**src/design/sfr_pkg.sv**
```systemverilog
// Shared types, constants and the CRC step for the servo bus frame receiver.
package sfr_pkg;

    typedef enum logic [1:0] {
        PS_START,
        PS_TYPE,
        PS_LEN,
        PS_BODY
    } sfr_parse_state_t;

    typedef enum logic [2:0] {
        EM_IDLE,
        EM_RD_LO,
        EM_RD_HI,
        EM_CAP,
        EM_OUT
    } sfr_emit_state_t;

    localparam logic [1:0] KIND_CHAN = 2'd0;
    localparam logic [1:0] KIND_TELEM = 2'd1;
    localparam logic [1:0] KIND_TEXT = 2'd2;

    localparam logic [7:0] START_A = 8'h3D;
    localparam logic [7:0] START_B = 8'h3E;
    localparam logic [7:0] TYPE_A = 8'h01;
    localparam logic [7:0] TYPE_B = 8'h03;
    localparam logic [7:0] ID_CHAN = 8'h31;
    localparam logic [7:0] ID_TELEM = 8'h3A;
    localparam logic [7:0] ID_TEXT = 8'h3B;
    localparam logic [7:0] MIN_LEN = 8'd8;
    localparam logic [7:0] CHAN_OFS = 8'd6;

    typedef struct packed {
        logic       valid;
        logic [1:0] kind;
        logic [7:0] id;
        logic [5:0] count;
        logic [3:0] keys;
    } sfr_job_t;

    function automatic logic [15:0] crc_step(input logic [15:0] crc, input logic [7:0] b);
        logic [7:0] d;
        d = b ^ crc[7:0];
        d = d ^ {d[3:0], 4'h0};
        return {d, crc[15:8]} ^ {12'h000, d[7:4]} ^ {5'b00000, d, 3'b000};
    endfunction

endpackage

```
**src/design/sfr_frame_mem.sv**
```systemverilog
// Frame byte store: one write port, one registered read port.
module sfr_frame_mem #(
    parameter int DEPTH = 64
) (
    input  logic                     clk,
    input  logic                     wr_en,
    input  logic [$clog2(DEPTH)-1:0] wr_addr,
    input  logic [7:0]               wr_data,
    input  logic                     rd_en,
    input  logic [$clog2(DEPTH)-1:0] rd_addr,
    output logic [7:0]               rd_data
);
    logic [7:0] mem [DEPTH];

    always_ff @(posedge clk)
    begin
        if (wr_en)
        begin
            mem[wr_addr] <= wr_data;
        end
    end

    always_ff @(posedge clk)
    begin
        if (rd_en)
        begin
            rd_data <= mem[rd_addr];
        end
    end
endmodule

```
**src/design/sfr_parser.sv**
```systemverilog
// Header search, frame store writes, running CRC and frame-end decode.
module sfr_parser #(
    parameter int BUFFER_BYTES = 64,
    parameter int MAX_CHANNELS = 24
) (
    input  logic                            clk,
    input  logic                            rst_n,
    input  logic                            accept,
    input  logic [7:0]                      rx_byte,
    input  logic                            parity_error,
    output logic                            wr_en,
    output logic [$clog2(BUFFER_BYTES)-1:0] wr_addr,
    output logic [7:0]                      wr_data,
    output sfr_pkg::sfr_job_t               job
);
    import sfr_pkg::*;

    localparam int AW = $clog2(BUFFER_BYTES);
    localparam int CW = $clog2(BUFFER_BYTES + 1);

    sfr_parse_state_t state_reg, state_next;
    logic [CW-1:0]    cnt_reg, cnt_next;
    logic [CW-1:0]    len_reg, len_next;
    logic [15:0]      crc_reg, crc_next;
    logic [7:0]       start_reg, type_reg, id_reg, ident_reg, b5_reg, b6_reg, tlo_reg;

    logic          take;
    logic [CW:0]   cnt_inc;
    logic [CW:0]   cnt_inc2;
    logic [CW:0]   len_w;
    logic          crc_ok;
    logic          is_chan;
    logic          is_telem;
    logic          is_text;
    logic [8:0]    half5;
    logic [8:0]    room;
    logic [8:0]    n_a;
    logic [8:0]    n_b;

    assign take = accept && !parity_error;
    assign cnt_inc = {1'b0, cnt_reg} + {{CW{1'b0}}, 1'b1};
    assign cnt_inc2 = cnt_inc + {{CW{1'b0}}, 1'b1};
    assign len_w = {1'b0, len_reg};
    assign wr_data = rx_byte;

    always_comb
    begin
        state_next = state_reg;
        cnt_next = cnt_reg;
        len_next = len_reg;
        crc_next = crc_reg;
        wr_en = 1'b0;
        wr_addr = cnt_reg[AW-1:0];
        if (take)
        begin
            case (state_reg)
                PS_START:
                begin
                    wr_addr = '0;
                    if (rx_byte == START_A || rx_byte == START_B)
                    begin
                        wr_en = 1'b1;
                        crc_next = crc_step(16'h0000, rx_byte);
                        state_next = PS_TYPE;
                    end
                end
                PS_TYPE:
                begin
                    wr_addr = AW'(1);
                    if (rx_byte == TYPE_A || rx_byte == TYPE_B)
                    begin
                        wr_en = 1'b1;
                        crc_next = crc_step(crc_reg, rx_byte);
                        state_next = PS_LEN;
                    end
                    else
                    begin
                        state_next = PS_START;
                    end
                end
                PS_LEN:
                begin
                    wr_addr = AW'(2);
                    if (rx_byte < MIN_LEN || {1'b0, rx_byte} > 9'(BUFFER_BYTES))
                    begin
                        state_next = PS_START;
                    end
                    else
                    begin
                        wr_en = 1'b1;
                        crc_next = crc_step(crc_reg, rx_byte);
                        len_next = CW'(rx_byte);
                        cnt_next = CW'(3);
                        state_next = PS_BODY;
                    end
                end
                PS_BODY:
                begin
                    if (cnt_reg >= len_reg)
                    begin
                        state_next = PS_START;
                    end
                    else
                    begin
                        wr_en = 1'b1;
                        if (cnt_inc2 < len_w)
                        begin
                            crc_next = crc_step(crc_reg, rx_byte);
                        end
                        cnt_next = cnt_inc[CW-1:0];
                        if (cnt_inc == len_w)
                        begin
                            state_next = PS_START;
                        end
                    end
                end
                default:
                begin
                    state_next = PS_START;
                end
            endcase
        end
    end

    always_ff @(posedge clk or negedge rst_n)
    begin
        if (!rst_n)
        begin
            state_reg <= PS_START;
            cnt_reg <= '0;
            len_reg <= '0;
            crc_reg <= '0;
        end
        else
        begin
            state_reg <= state_next;
            cnt_reg <= cnt_next;
            len_reg <= len_next;
            crc_reg <= crc_next;
        end
    end

    // header and trailer shadows
    always_ff @(posedge clk)
    begin
        if (wr_en)
        begin
            if (state_reg == PS_START)
            begin
                start_reg <= rx_byte;
            end
            if (state_reg == PS_TYPE)
            begin
                type_reg <= rx_byte;
            end
            if (state_reg == PS_BODY)
            begin
                if (cnt_reg == CW'(3))
                begin
                    id_reg <= rx_byte;
                end
                if (cnt_reg == CW'(4))
                begin
                    ident_reg <= rx_byte;
                end
                if (cnt_reg == CW'(5))
                begin
                    b5_reg <= rx_byte;
                end
                if (cnt_reg == CW'(6))
                begin
                    b6_reg <= rx_byte;
                end
                if (cnt_inc2 == len_w)
                begin
                    tlo_reg <= rx_byte;
                end
            end
        end
    end

    assign crc_ok = (crc_reg == {rx_byte, tlo_reg});
    assign is_chan = (start_reg == START_B) && (ident_reg == ID_CHAN);
    assign is_telem = (type_reg == TYPE_A) && (ident_reg == ID_TELEM);
    assign is_text = (type_reg == TYPE_A) && (ident_reg == ID_TEXT);
    assign half5 = {2'b00, b5_reg[7:1]};
    assign room = 9'((len_w - (CW+1)'(8)) >> 1);
    assign n_a = (half5 > 9'(MAX_CHANNELS)) ? 9'(MAX_CHANNELS) : half5;
    assign n_b = (n_a > room) ? room : n_a;

    always_comb
    begin
        job = '0;
        job.id = id_reg;
        job.keys = ~b6_reg[7:4];
        if (take && state_reg == PS_BODY && cnt_reg < len_reg && cnt_inc == len_w && crc_ok)
        begin
            if (is_chan)
            begin
                job.kind = KIND_CHAN;
                job.count = n_b[5:0];
                job.valid = (n_b != 9'd0);
            end
            else if (is_telem)
            begin
                job.kind = KIND_TELEM;
                job.valid = 1'b1;
            end
            else if (is_text)
            begin
                job.kind = KIND_TEXT;
                job.valid = 1'b1;
            end
        end
    end
endmodule

```
**src/design/sfr_emit.sv**
```systemverilog
// Result sequencer: reads channel values back from the frame store and presents results.
module sfr_emit #(
    parameter int BUFFER_BYTES = 64
) (
    input  logic                            clk,
    input  logic                            rst_n,
    input  sfr_pkg::sfr_job_t               job,
    output logic                            busy,
    output logic                            rd_en,
    output logic [$clog2(BUFFER_BYTES)-1:0] rd_addr,
    input  logic [7:0]                      rd_data,
    output logic                            out_valid,
    input  logic                            out_ready,
    output logic [1:0]                      kind,
    output logic [7:0]                      packet_id,
    output logic [4:0]                      channel_index,
    output logic [15:0]                     channel_value,
    output logic [3:0]                      key_bits,
    output logic                            last
);
    import sfr_pkg::*;

    localparam int AW = $clog2(BUFFER_BYTES);

    sfr_emit_state_t state_reg, state_next;
    logic [AW-1:0]   addr_reg, addr_next;
    logic [5:0]      idx_reg, idx_next;
    logic [5:0]      n_reg;
    logic [7:0]      lo_reg;
    logic [5:0]      idx_inc;
    logic            load_job;
    logic            load_chan;

    assign idx_inc = idx_reg + 6'd1;
    assign busy = (state_reg != EM_IDLE);
    assign out_valid = (state_reg == EM_OUT);
    assign rd_addr = addr_reg;

    always_comb
    begin
        state_next = state_reg;
        addr_next = addr_reg;
        idx_next = idx_reg;
        rd_en = 1'b0;
        load_job = 1'b0;
        load_chan = 1'b0;
        case (state_reg)
            EM_IDLE:
            begin
                if (job.valid)
                begin
                    load_job = 1'b1;
                    addr_next = AW'(CHAN_OFS);
                    idx_next = '0;
                    state_next = (job.kind == KIND_CHAN) ? EM_RD_LO : EM_OUT;
                end
            end
            EM_RD_LO:
            begin
                rd_en = 1'b1;
                addr_next = addr_reg + AW'(1);
                state_next = EM_RD_HI;
            end
            EM_RD_HI:
            begin
                rd_en = 1'b1;
                addr_next = addr_reg + AW'(1);
                state_next = EM_CAP;
            end
            EM_CAP:
            begin
                load_chan = 1'b1;
                state_next = EM_OUT;
            end
            EM_OUT:
            begin
                if (out_ready)
                begin
                    if (last)
                    begin
                        state_next = EM_IDLE;
                    end
                    else
                    begin
                        idx_next = idx_inc;
                        state_next = EM_RD_LO;
                    end
                end
            end
            default:
            begin
                state_next = EM_IDLE;
            end
        endcase
    end

    always_ff @(posedge clk or negedge rst_n)
    begin
        if (!rst_n)
        begin
            state_reg <= EM_IDLE;
            addr_reg <= '0;
            idx_reg <= '0;
        end
        else
        begin
            state_reg <= state_next;
            addr_reg <= addr_next;
            idx_reg <= idx_next;
        end
    end

    always_ff @(posedge clk)
    begin
        if (state_reg == EM_RD_HI)
        begin
            lo_reg <= rd_data;
        end
        if (load_job)
        begin
            n_reg <= job.count;
            kind <= job.kind;
            packet_id <= job.id;
            channel_index <= '0;
            channel_value <= '0;
            key_bits <= (job.kind == KIND_TEXT) ? job.keys : 4'h0;
            last <= 1'b1;
        end
        if (load_chan)
        begin
            channel_index <= idx_reg[4:0];
            channel_value <= {rd_data, lo_reg};
            last <= (idx_inc == n_reg);
        end
    end
endmodule

```
**src/design/servo_bus_frame_receiver.sv**
```systemverilog
// Servo bus frame receiver top level: byte input, frame store, parser and result sequencer.
//
// Input channel (in_valid/in_ready, rx_byte, parity_error): one received serial byte per
// request. Bytes flagged with parity_error are taken and dropped. For each accepted byte
// the parser checks the header, writes the byte into the frame store and folds it into
// the running CRC, except the two trailing CRC bytes, which are not folded in.
// Output channel (out_valid/out_ready, kind, packet_id, channel_index, channel_value,
// key_bits, last): one request per result; last marks the final result of a frame.
// A telemetry or text box result is valid on the cycle after the frame's final byte.
// A channel frame walks the frame store: for each value the sequencer reads the low and
// high bytes through the registered read port (EM_RD_LO, EM_RD_HI), captures the value
// (EM_CAP) and presents it (EM_OUT); the next value is read only once out_ready is high.
// in_ready is low from the cycle after the frame's final byte until the cycle after its
// last result is taken.
// A stalled receiver holds the current result and the input stays blocked.
// Reset returns the parser to header search; the frame store is not cleared.
module servo_bus_frame_receiver #(
    parameter int BUFFER_BYTES = 64,
    parameter int MAX_CHANNELS = 24
) (
    input  logic        clk,
    input  logic        rst_n,
    input  logic        in_valid,
    output logic        in_ready,
    input  logic [7:0]  rx_byte,
    input  logic        parity_error,
    output logic        out_valid,
    input  logic        out_ready,
    output logic [1:0]  kind,
    output logic [7:0]  packet_id,
    output logic [4:0]  channel_index,
    output logic [15:0] channel_value,
    output logic [3:0]  key_bits,
    output logic        last
);
    import sfr_pkg::*;

    localparam int AW = $clog2(BUFFER_BYTES);

    logic          accept;
    logic          busy;
    logic          wr_en;
    logic [AW-1:0] wr_addr;
    logic [7:0]    wr_data;
    logic          rd_en;
    logic [AW-1:0] rd_addr;
    logic [7:0]    rd_data;
    sfr_job_t      job;

    assign in_ready = !busy;
    assign accept = in_valid && in_ready;

    sfr_frame_mem #(
        .DEPTH(BUFFER_BYTES)
    ) u_mem (
        .clk(clk),
        .wr_en(wr_en),
        .wr_addr(wr_addr),
        .wr_data(wr_data),
        .rd_en(rd_en),
        .rd_addr(rd_addr),
        .rd_data(rd_data)
    );

    sfr_parser #(
        .BUFFER_BYTES(BUFFER_BYTES),
        .MAX_CHANNELS(MAX_CHANNELS)
    ) u_parser (
        .clk(clk),
        .rst_n(rst_n),
        .accept(accept),
        .rx_byte(rx_byte),
        .parity_error(parity_error),
        .wr_en(wr_en),
        .wr_addr(wr_addr),
        .wr_data(wr_data),
        .job(job)
    );

    sfr_emit #(
        .BUFFER_BYTES(BUFFER_BYTES)
    ) u_emit (
        .clk(clk),
        .rst_n(rst_n),
        .job(job),
        .busy(busy),
        .rd_en(rd_en),
        .rd_addr(rd_addr),
        .rd_data(rd_data),
        .out_valid(out_valid),
        .out_ready(out_ready),
        .kind(kind),
        .packet_id(packet_id),
        .channel_index(channel_index),
        .channel_value(channel_value),
        .key_bits(key_bits),
        .last(last)
    );
endmodule
```
**config.mk**
```make
export PLATFORM = sky130hd
export DESIGN_NAME = servo_bus_frame_receiver
export DESIGN_NICKNAME = d
export VERILOG_FILES = /design/src/design/sfr_pkg.sv /design/src/design/sfr_frame_mem.sv /design/src/design/sfr_parser.sv /design/src/design/sfr_emit.sv /design/src/design/servo_bus_frame_receiver.sv
export SDC_FILE = /design/constraint.sdc
export NUM_CORES = 1
export LEC_CHECK = 0
export BUFFER_PORTS_ARGS = -buffer_cell sky130_fd_sc_hd__buf_2
export CAP_MARGIN = 20
export CORE_MARGIN = 2
export CORE_UTILIZATION = 26
export DETAILED_ROUTE_END_ITERATION = 8
export GPL_ROUTABILITY_DRIVEN = 0
export SETUP_SLACK_MARGIN = 0.5
export SYNTH_ARGS = -nofsm -noshare
export SYNTH_HDL_FRONTEND = slang
export SYNTH_HIERARCHICAL = 1
export SYNTH_SLANG_ARGS = --single-unit
```
**constraint.sdc**
```tcl
create_clock -name clk -period 3.4 [get_ports clk]
set_input_delay 0.51 -clock clk [delete_from_list [all_inputs] [get_ports clk]]
set_output_delay 0.51 -clock clk [all_outputs]
set_load 0.1 [all_outputs]
```
# ---- After elaboration in Yosys (flattened, before gate mapping)
# Memory sizes are Yosys's and may differ from the RTL's. A register that Yosys moved wholly into a read port is not among the register bits.
# Index checks and enable logic that the tools add are counted.
dict set report op_classes {
  n_mux 52
  n_reduce_logical 39
  n_div 0
  order_cmp 7
  addsub 5
  n_shift 0
  n_bitwise 9
  mul 0
  eq_ne 34
}
# operator n
set ops {}
lappend ops {{$mux W16} 7}
lappend ops {{$pmux W16 S4} 1}
lappend ops {{$eq A8 B6 Y1 const B} 6}
lappend ops {{$xor A16 B11 Y16} 2}
lappend ops {{$xor A16 B4 Y16} 2}
lappend ops {{$mux W6} 5}
lappend ops {{$pmux W6 S2} 2}
lappend ops {{$xor A8 B8 Y8} 3}
lappend ops {{$eq A7 B3 Y1 const B} 3}
lappend ops {{$mux W3} 7}
lappend ops {{$mux W7} 3}
lappend ops {{$reduce_and A3 Y1} 7}
lappend ops {{$pmux W6 S3} 1}
lappend ops {{$eq A16 B16 Y1} 1}
lappend ops {{$eq A8 B1 Y1 const B} 2}
lappend ops {{$eq A8 B7 Y1} 2}
lappend ops {{$pmux W3 S5} 1}
lappend ops {{$mux W1} 14}
lappend ops {{$pmux W7 S2} 1}
lappend ops {{$add A6 B1 Y6 const B} 2}
lappend ops {{$mux W2} 5}
lappend ops {{$mux W5} 2}
lappend ops {{$reduce_and A2 Y1} 5}
lappend ops {{$gt A9 B8 Y1} 1}
lappend ops {{other kinds (36)} 61}
dict set report totals {
  word_cells 169
  ram_bits 512
  rom_bits 0
  inputBits 13
  memories 1
  latch_bits 0
  regBits 153
}
# name depth word_bits rd rd_ports_with_merged_regs write_ports line
set mem_list {}
lappend mem_list {u_mem.mem 64 8 1 1 1 sfr_frame_mem.sv:13} ;# logic [7:0] mem [DEPTH];

# ---- Longest topological paths before layout
dict set report logic_depth {
  ltp_word 13
  depth_mapped 15
  mapped_depth_nobuf 14
}

# ---- Hierarchy
# The synthesis kept the hierarchy.
# mod seq_area_each_um2 cells_each instances area_per_inst_um2
set by_module_without_submodules {}
lappend by_module_without_submodules {sfr_frame_mem 15615.0 940 1 20246.9}
lappend by_module_without_submodules {sfr_parser 2332.2 474 1 5132.4}
lappend by_module_without_submodules {sfr_emit 1876.8 173 1 2586.2}
lappend by_module_without_submodules {servo_bus_frame_receiver 0.0 2 1 10.0}

# ---- Worst setup path after synthesis
# No wires, ideal clock.
dict set report synth_timing {
  path_kind {register to register}
  start {register u_parser.len_reg[3]}
  end {register u_emit.channel_index[0] (enable)}
  slack_ps -291
  setup_ps 352
  path_buffers 0
  period_less_slack_ps 3691
  arrival_time_ps 3339
  path_stages_with_launch 14
  path_cell_list {dfrtp_1 inv_1 ha_1 xnor2_1 ha_1 and4_1 a31oi_1 o31a_1 o21a_1 o221ai_1 a21oi_1 nand2_1 inv_1 or2_2}
}
# element line
set synth_lines {}
lappend synth_lines {{start, declared} sfr_parser.sv:23} ;# logic [CW-1:0] len_reg, len_next;
lappend synth_lines {{start signal, assigned} sfr_parser.sv:138} ;# len_reg <= len_next;
lappend synth_lines {{end signal, assigned} sfr_emit.sv:131} ;# channel_index <= idx_reg[4:0];
lappend synth_lines {{end, declared} sfr_emit.sv:16} ;# output logic [4:0] channel_index,

==> results.txt <==
----------------------------------------------------
[Run status]
  Result of the run ... complete, no violations

[Logic synthesis]
  Count leader, synth ... sky130_fd_sc_hd__edfxtp_1
  Number of synthesized register bits ... 668
  Main combinational cell family by area after synthesis ... multiplexers
  Commonest cells in the synthesized netlist ... sky130_fd_sc_hd__edfxtp_1, sky130_fd_sc_hd__mux4_2, sky130_fd_sc_hd__nor2_1
  Count of yosys warnings during synthesis ... 6
  Adder-Cell Fraction of Synth Area ... between 1 and 1.5%
  Simple-Gate Fraction of Synth Area ... 6.39%
  Yosys top cell area share ... approximately 67%
  Post-Syn Area ... about 0.028 mm²
  Sequential fraction of the synthesis area ... just over 70%
  Mux share of post-synthesis cell area ... ~12%
  Top area cells in the synthesized netlist ... sky130_fd_sc_hd__edfxtp_1, sky130_fd_sc_hd__mux4_2, sky130_fd_sc_hd__dfrtp_1, sky130_fd_sc_hd__nor2_1, sky130_fd_sc_hd__xnor2_1
  Synthesized-area fraction occupied by ao, oa, aoi and oai cells ... slightly above 4%
  Xor and xnor fraction of the mapped netlist area ... 2.87%
  Average footprint of a synthesized cell ... 17.6 µm²
  Post-synthesis cell count ... approximately 1600
  Most frequently used flop master after synthesis ... sky130_fd_sc_hd__edfxtp_1
  Post-synth EDFFs ... about 620
  Syn nets ... roughly 1600
  Biggest area consumer among synthesized cells ... sky130_fd_sc_hd__edfxtp_1
  Share of synthesized registers carrying an async set or reset ... between 7 and 8%
  Number of different library cells in the post-synthesis netlist ... 83

[Setup path]
  Classification of the worst setup path ... reg -> reg
  Critical path peak fanout ... 4
  Sort of element at the start of the critical path ... register
  Reg-to-reg critical path startpoint ... u_parser/b5_reg[4]
  R2R Setup Slk ... 0.24 ns
  FF-to-FF End ... u_emit/idx_reg[2]
  Logic depth of the worst register-to-register path ... 13
  Kind of end point of the critical path ... register
  Worst path arrival time ... around 3.7 ns
  Worst path required time ... approximately 3.9 ns

[Die]
  Rows ... 120
  Chip width ... approximately 330 µm
  Starting utilization of the core area ... a little over a quarter
  Floorplan core area ... roughly 0.11 mm²
  Die area ... between 0.1 and 0.15 mm²
  Num ports ... a little over 50
  Die H ... 332 µm

[Cells and area]
  Count of nets after finishing ... 1874
  Post-route core utilization ... 32.8%
  Synth-to-Final Area Change ... 25.2%
  Diodes inserted ... 0
  Non-filler cells, final ... roughly 3300
  Final instance area ... ~0.035 mm²
  Max FFs per register ... roughly 510
  Share of cells above drive strength 1 ... roughly 37%
  Fillcell total ... between 10000 and 15000

[Route]
  Via count of the routed design ... 15200
  Routed Antenna Nets ... 0
  Via density ... 4.62
  Final routed DRC violation total ... 0
  Final Routed Wirelength ... 66700 µm
  Number of iterations in the first detailed-routing pass ... 8
  Count of routing violations after the opening detailed-route iteration ... 1178
  Detailed-route wire length per cell ... 20.3 µm

[CTS]
  TritonCTS clock tree ... built
  Clock transition time at the flip-flop clock pins of the worst setup and hold paths ... about 0.060 ns
  Inserted Clock Buffers ... 69
  TritonCTS sink count ... 668
  H-tree Lvls ... 3
  CTS Root Cell ... sky130_fd_sc_hd__clkbuf_16
  Max clock buf depth ... 3
  Source-to-sink clock delay at the later pin of the worst-skew pair ... roughly 0.6 ns

[Timing]
  Post-layout minimum cycle time ... between 3 and 4 ns
  Clock skew ... about 0.025 ns
  TNS Setup ... 0 ns
  Transition time at the pin with the least slew margin ... around 1.0 ns
  Count of endpoints failing hold in the final timing report ... 0
  Setup repair after global routing missed its margin ... yes
  Final count of pins violating max slew ... 0
  Tcrit/Tclk final ... approximately 93%
  Setup-violating endpoint count in the final report ... 0
  Slew headroom ... 29.7%
  Fmax ... between 300 and 400 MHz

[Global route]
  Total congestion overflow after global routing ... 0
  Wire length of the first global-routing pass ... 99800 µm
  Gr usage total ... a little under an eighth
  Largest net degree at the start of global routing ... 67
  Number of global-route vias before repair ... 15700
  Antenna violations before repair ... 1

[Power]
  Part of the total power dissipated in sequential elements ... 47.9%
  Power share of the clock group ... between 30% and 40%
  Pleak ... between 10 and 15 nW
  Final Power ... 19.5 mW
  Net load switching power ... ~4.8 mW
  Sw Share ... approximately a quarter
  Power Density ... 556 mW/mm²
  Internal ... roughly 15 mW
  Peak VDD IR ... 0.364 mV
  Share of total power in combinational logic ... 13.4%

[Flow run]
  Max Cap Violations ... 0

[Hold path]
  Number of stages on the worst hold path ... 3
  Startpoint of the tightest hold check path ... out_ready
  Endpoint with the worst hold slack ... u_emit/state_reg[2]
  Hold Crit Class ... in -> reg

[Place]
  Post-DP HPWL ... approximately 43000 µm
  Number of buffers added on ports ... 50
  Placement-stage cell area ... slightly above 0.03 mm²
  Cell count after placement ... 3073

----------------------------------------------------
[logic make-up (layout without fill, tap and decap cells)]
group                      count (synthesis)  count (layout)
DFF                                      668             668
and+or+nand+nor                          355             358
muxes                                    185             185
AOI/OAI and AO/OA                        153             153
buffers and inverters                    114             408
xor gates and xnor gates                  86              86
adders and majority gates                 27              27
other                                      1               1
[critical path, cell delays in order, from the launching register on]
cell,delay [ns]
sky130_fd_sc_hd__edfxtp_1,0.41
sky130_fd_sc_hd__a211oi_2,0.31
sky130_fd_sc_hd__and2_1,0.20
sky130_fd_sc_hd__ha_1,0.25
sky130_fd_sc_hd__and4_1,0.18
sky130_fd_sc_hd__a31oi_1,0.16
sky130_fd_sc_hd__o31a_1,0.18
sky130_fd_sc_hd__o21a_1,0.18
sky130_fd_sc_hd__o221ai_2,0.14
sky130_fd_sc_hd__a21oi_4,0.23
sky130_fd_sc_hd__nand2b_1,0.11
sky130_fd_sc_hd__a211o_1,0.35
sky130_fd_sc_hd__o21bai_1,0.16
sky130_fd_sc_hd__a21o_2,0.18
[layer usage]
metal | track usage, % | share of wire (%)
met5 | 0 | 0
met2 | 19.9 | 50
met1 | 15.5 | 42
met4 | 3.74 | 2.1
met3 | 2.24 | 5.9
[worst max-delay path by stage]
stage / from / end / slack [ns] / cells past startpoint
after floorplan: u_parser/len_reg[3] / u_emit/channel_index[0] / 0.24 / 13
after global placement: u_parser/cnt_reg[1] / u_parser/crc_reg[13] / -0.05 / 12
after detailed placement: u_parser/cnt_reg[1] / u_parser/crc_reg[12] / -0.08 / 12
after CTS: u_parser/b5_reg[5] / u_emit/idx_reg[2] / 0.28 / 13
after global routing: u_parser/b5_reg[4] / u_emit/idx_reg[5] / 0.07 / 14
final: u_parser/b5_reg[4] / u_emit/idx_reg[2] / 0.24 / 13
[power groups by stage]
stage	Clock [mW]	Sequential (mW)	Combinational [mW]
2_1_floorplan	0	9.40	1.53
3_3_place_gp	0	9.48	2.02
3_5_place_dp	0	9.49	2.06
4_1_cts	7.72	9.33	2.44
5_1_grt	8.05	9.35	2.81
6_report	7.54	9.34	2.60
[stage by stage]
stage	setup WS [ns]	hold WS [ns]
after floorplan	0.237	0.214
after global placement	-0.0548	0.409
after detailed placement	-0.0829	0.411
after CTS	0.275	0.273
after global routing	0.0719	0.308
final	0.240	0.303
[final cells by class]
type	instances	area, µm²	area share, %
Timing Repair Buffer	261	2520	7.19
Sequential cell	668	19800	56.6
Tap cell	1403	1760	5.01
Clock inverter	44	477	1.36
Clock buffer	79	1790	5.10
Multi-Input combinational cell	810	8550	24.4
Inverter	24	98.8	0.282
[timing repair]
action	in CTS	in global routing
setup endpoints to repair	597	575
pin swaps	52	40
hold endpoints to repair	8	0
gates cloned	6	0
hold buffers	1	0
setup buffers	58	27
gates resized for setup	136	90
[layout by cell type, fill, tap and decap left out, types with 8 or more instances in the layout]
cell,netlist,layout
sky130_fd_sc_hd__o22ai_1,10,10
sky130_fd_sc_hd__ha_1,27,18
sky130_fd_sc_hd__nand2b_1,16,12
sky130_fd_sc_hd__clkbuf_16,0,70
sky130_fd_sc_hd__nand2_1,61,53
sky130_fd_sc_hd__mux4_2,126,126
sky130_fd_sc_hd__and2_1,36,31
sky130_fd_sc_hd__nor2_1,112,46
sky130_fd_sc_hd__buf_2,23,51
sky130_fd_sc_hd__edfxtp_1,621,621
sky130_fd_sc_hd__nand4_1,9,9
sky130_fd_sc_hd__ha_4,0,9
sky130_fd_sc_hd__dfrtp_1,47,40
sky130_fd_sc_hd__buf_4,22,127
sky130_fd_sc_hd__mux2_2,23,23
sky130_fd_sc_hd__xnor2_1,45,44
sky130_fd_sc_hd__inv_6,0,9
sky130_fd_sc_hd__a21oi_2,0,12
sky130_fd_sc_hd__mux2i_1,31,31
sky130_fd_sc_hd__clkinvlp_4,0,8
sky130_fd_sc_hd__bufinv_16,0,8
sky130_fd_sc_hd__o221ai_1,9,8
sky130_fd_sc_hd__a21oi_1,28,15
sky130_fd_sc_hd__inv_1,24,18
sky130_fd_sc_hd__clkbuf_1,32,9
sky130_fd_sc_hd__nand3_1,29,22
sky130_fd_sc_hd__nor2_4,0,63
sky130_fd_sc_hd__o21ai_0,24,21
sky130_fd_sc_hd__nor4_1,13,13
sky130_fd_sc_hd__buf_6,7,38
sky130_fd_sc_hd__nor2b_1,23,18
sky130_fd_sc_hd__buf_12,2,35
sky130_fd_sc_hd__clkinv_1,0,11
sky130_fd_sc_hd__nor3_1,17,10
sky130_fd_sc_hd__xor2_1,37,36
(Power assumes the default switching activity.)
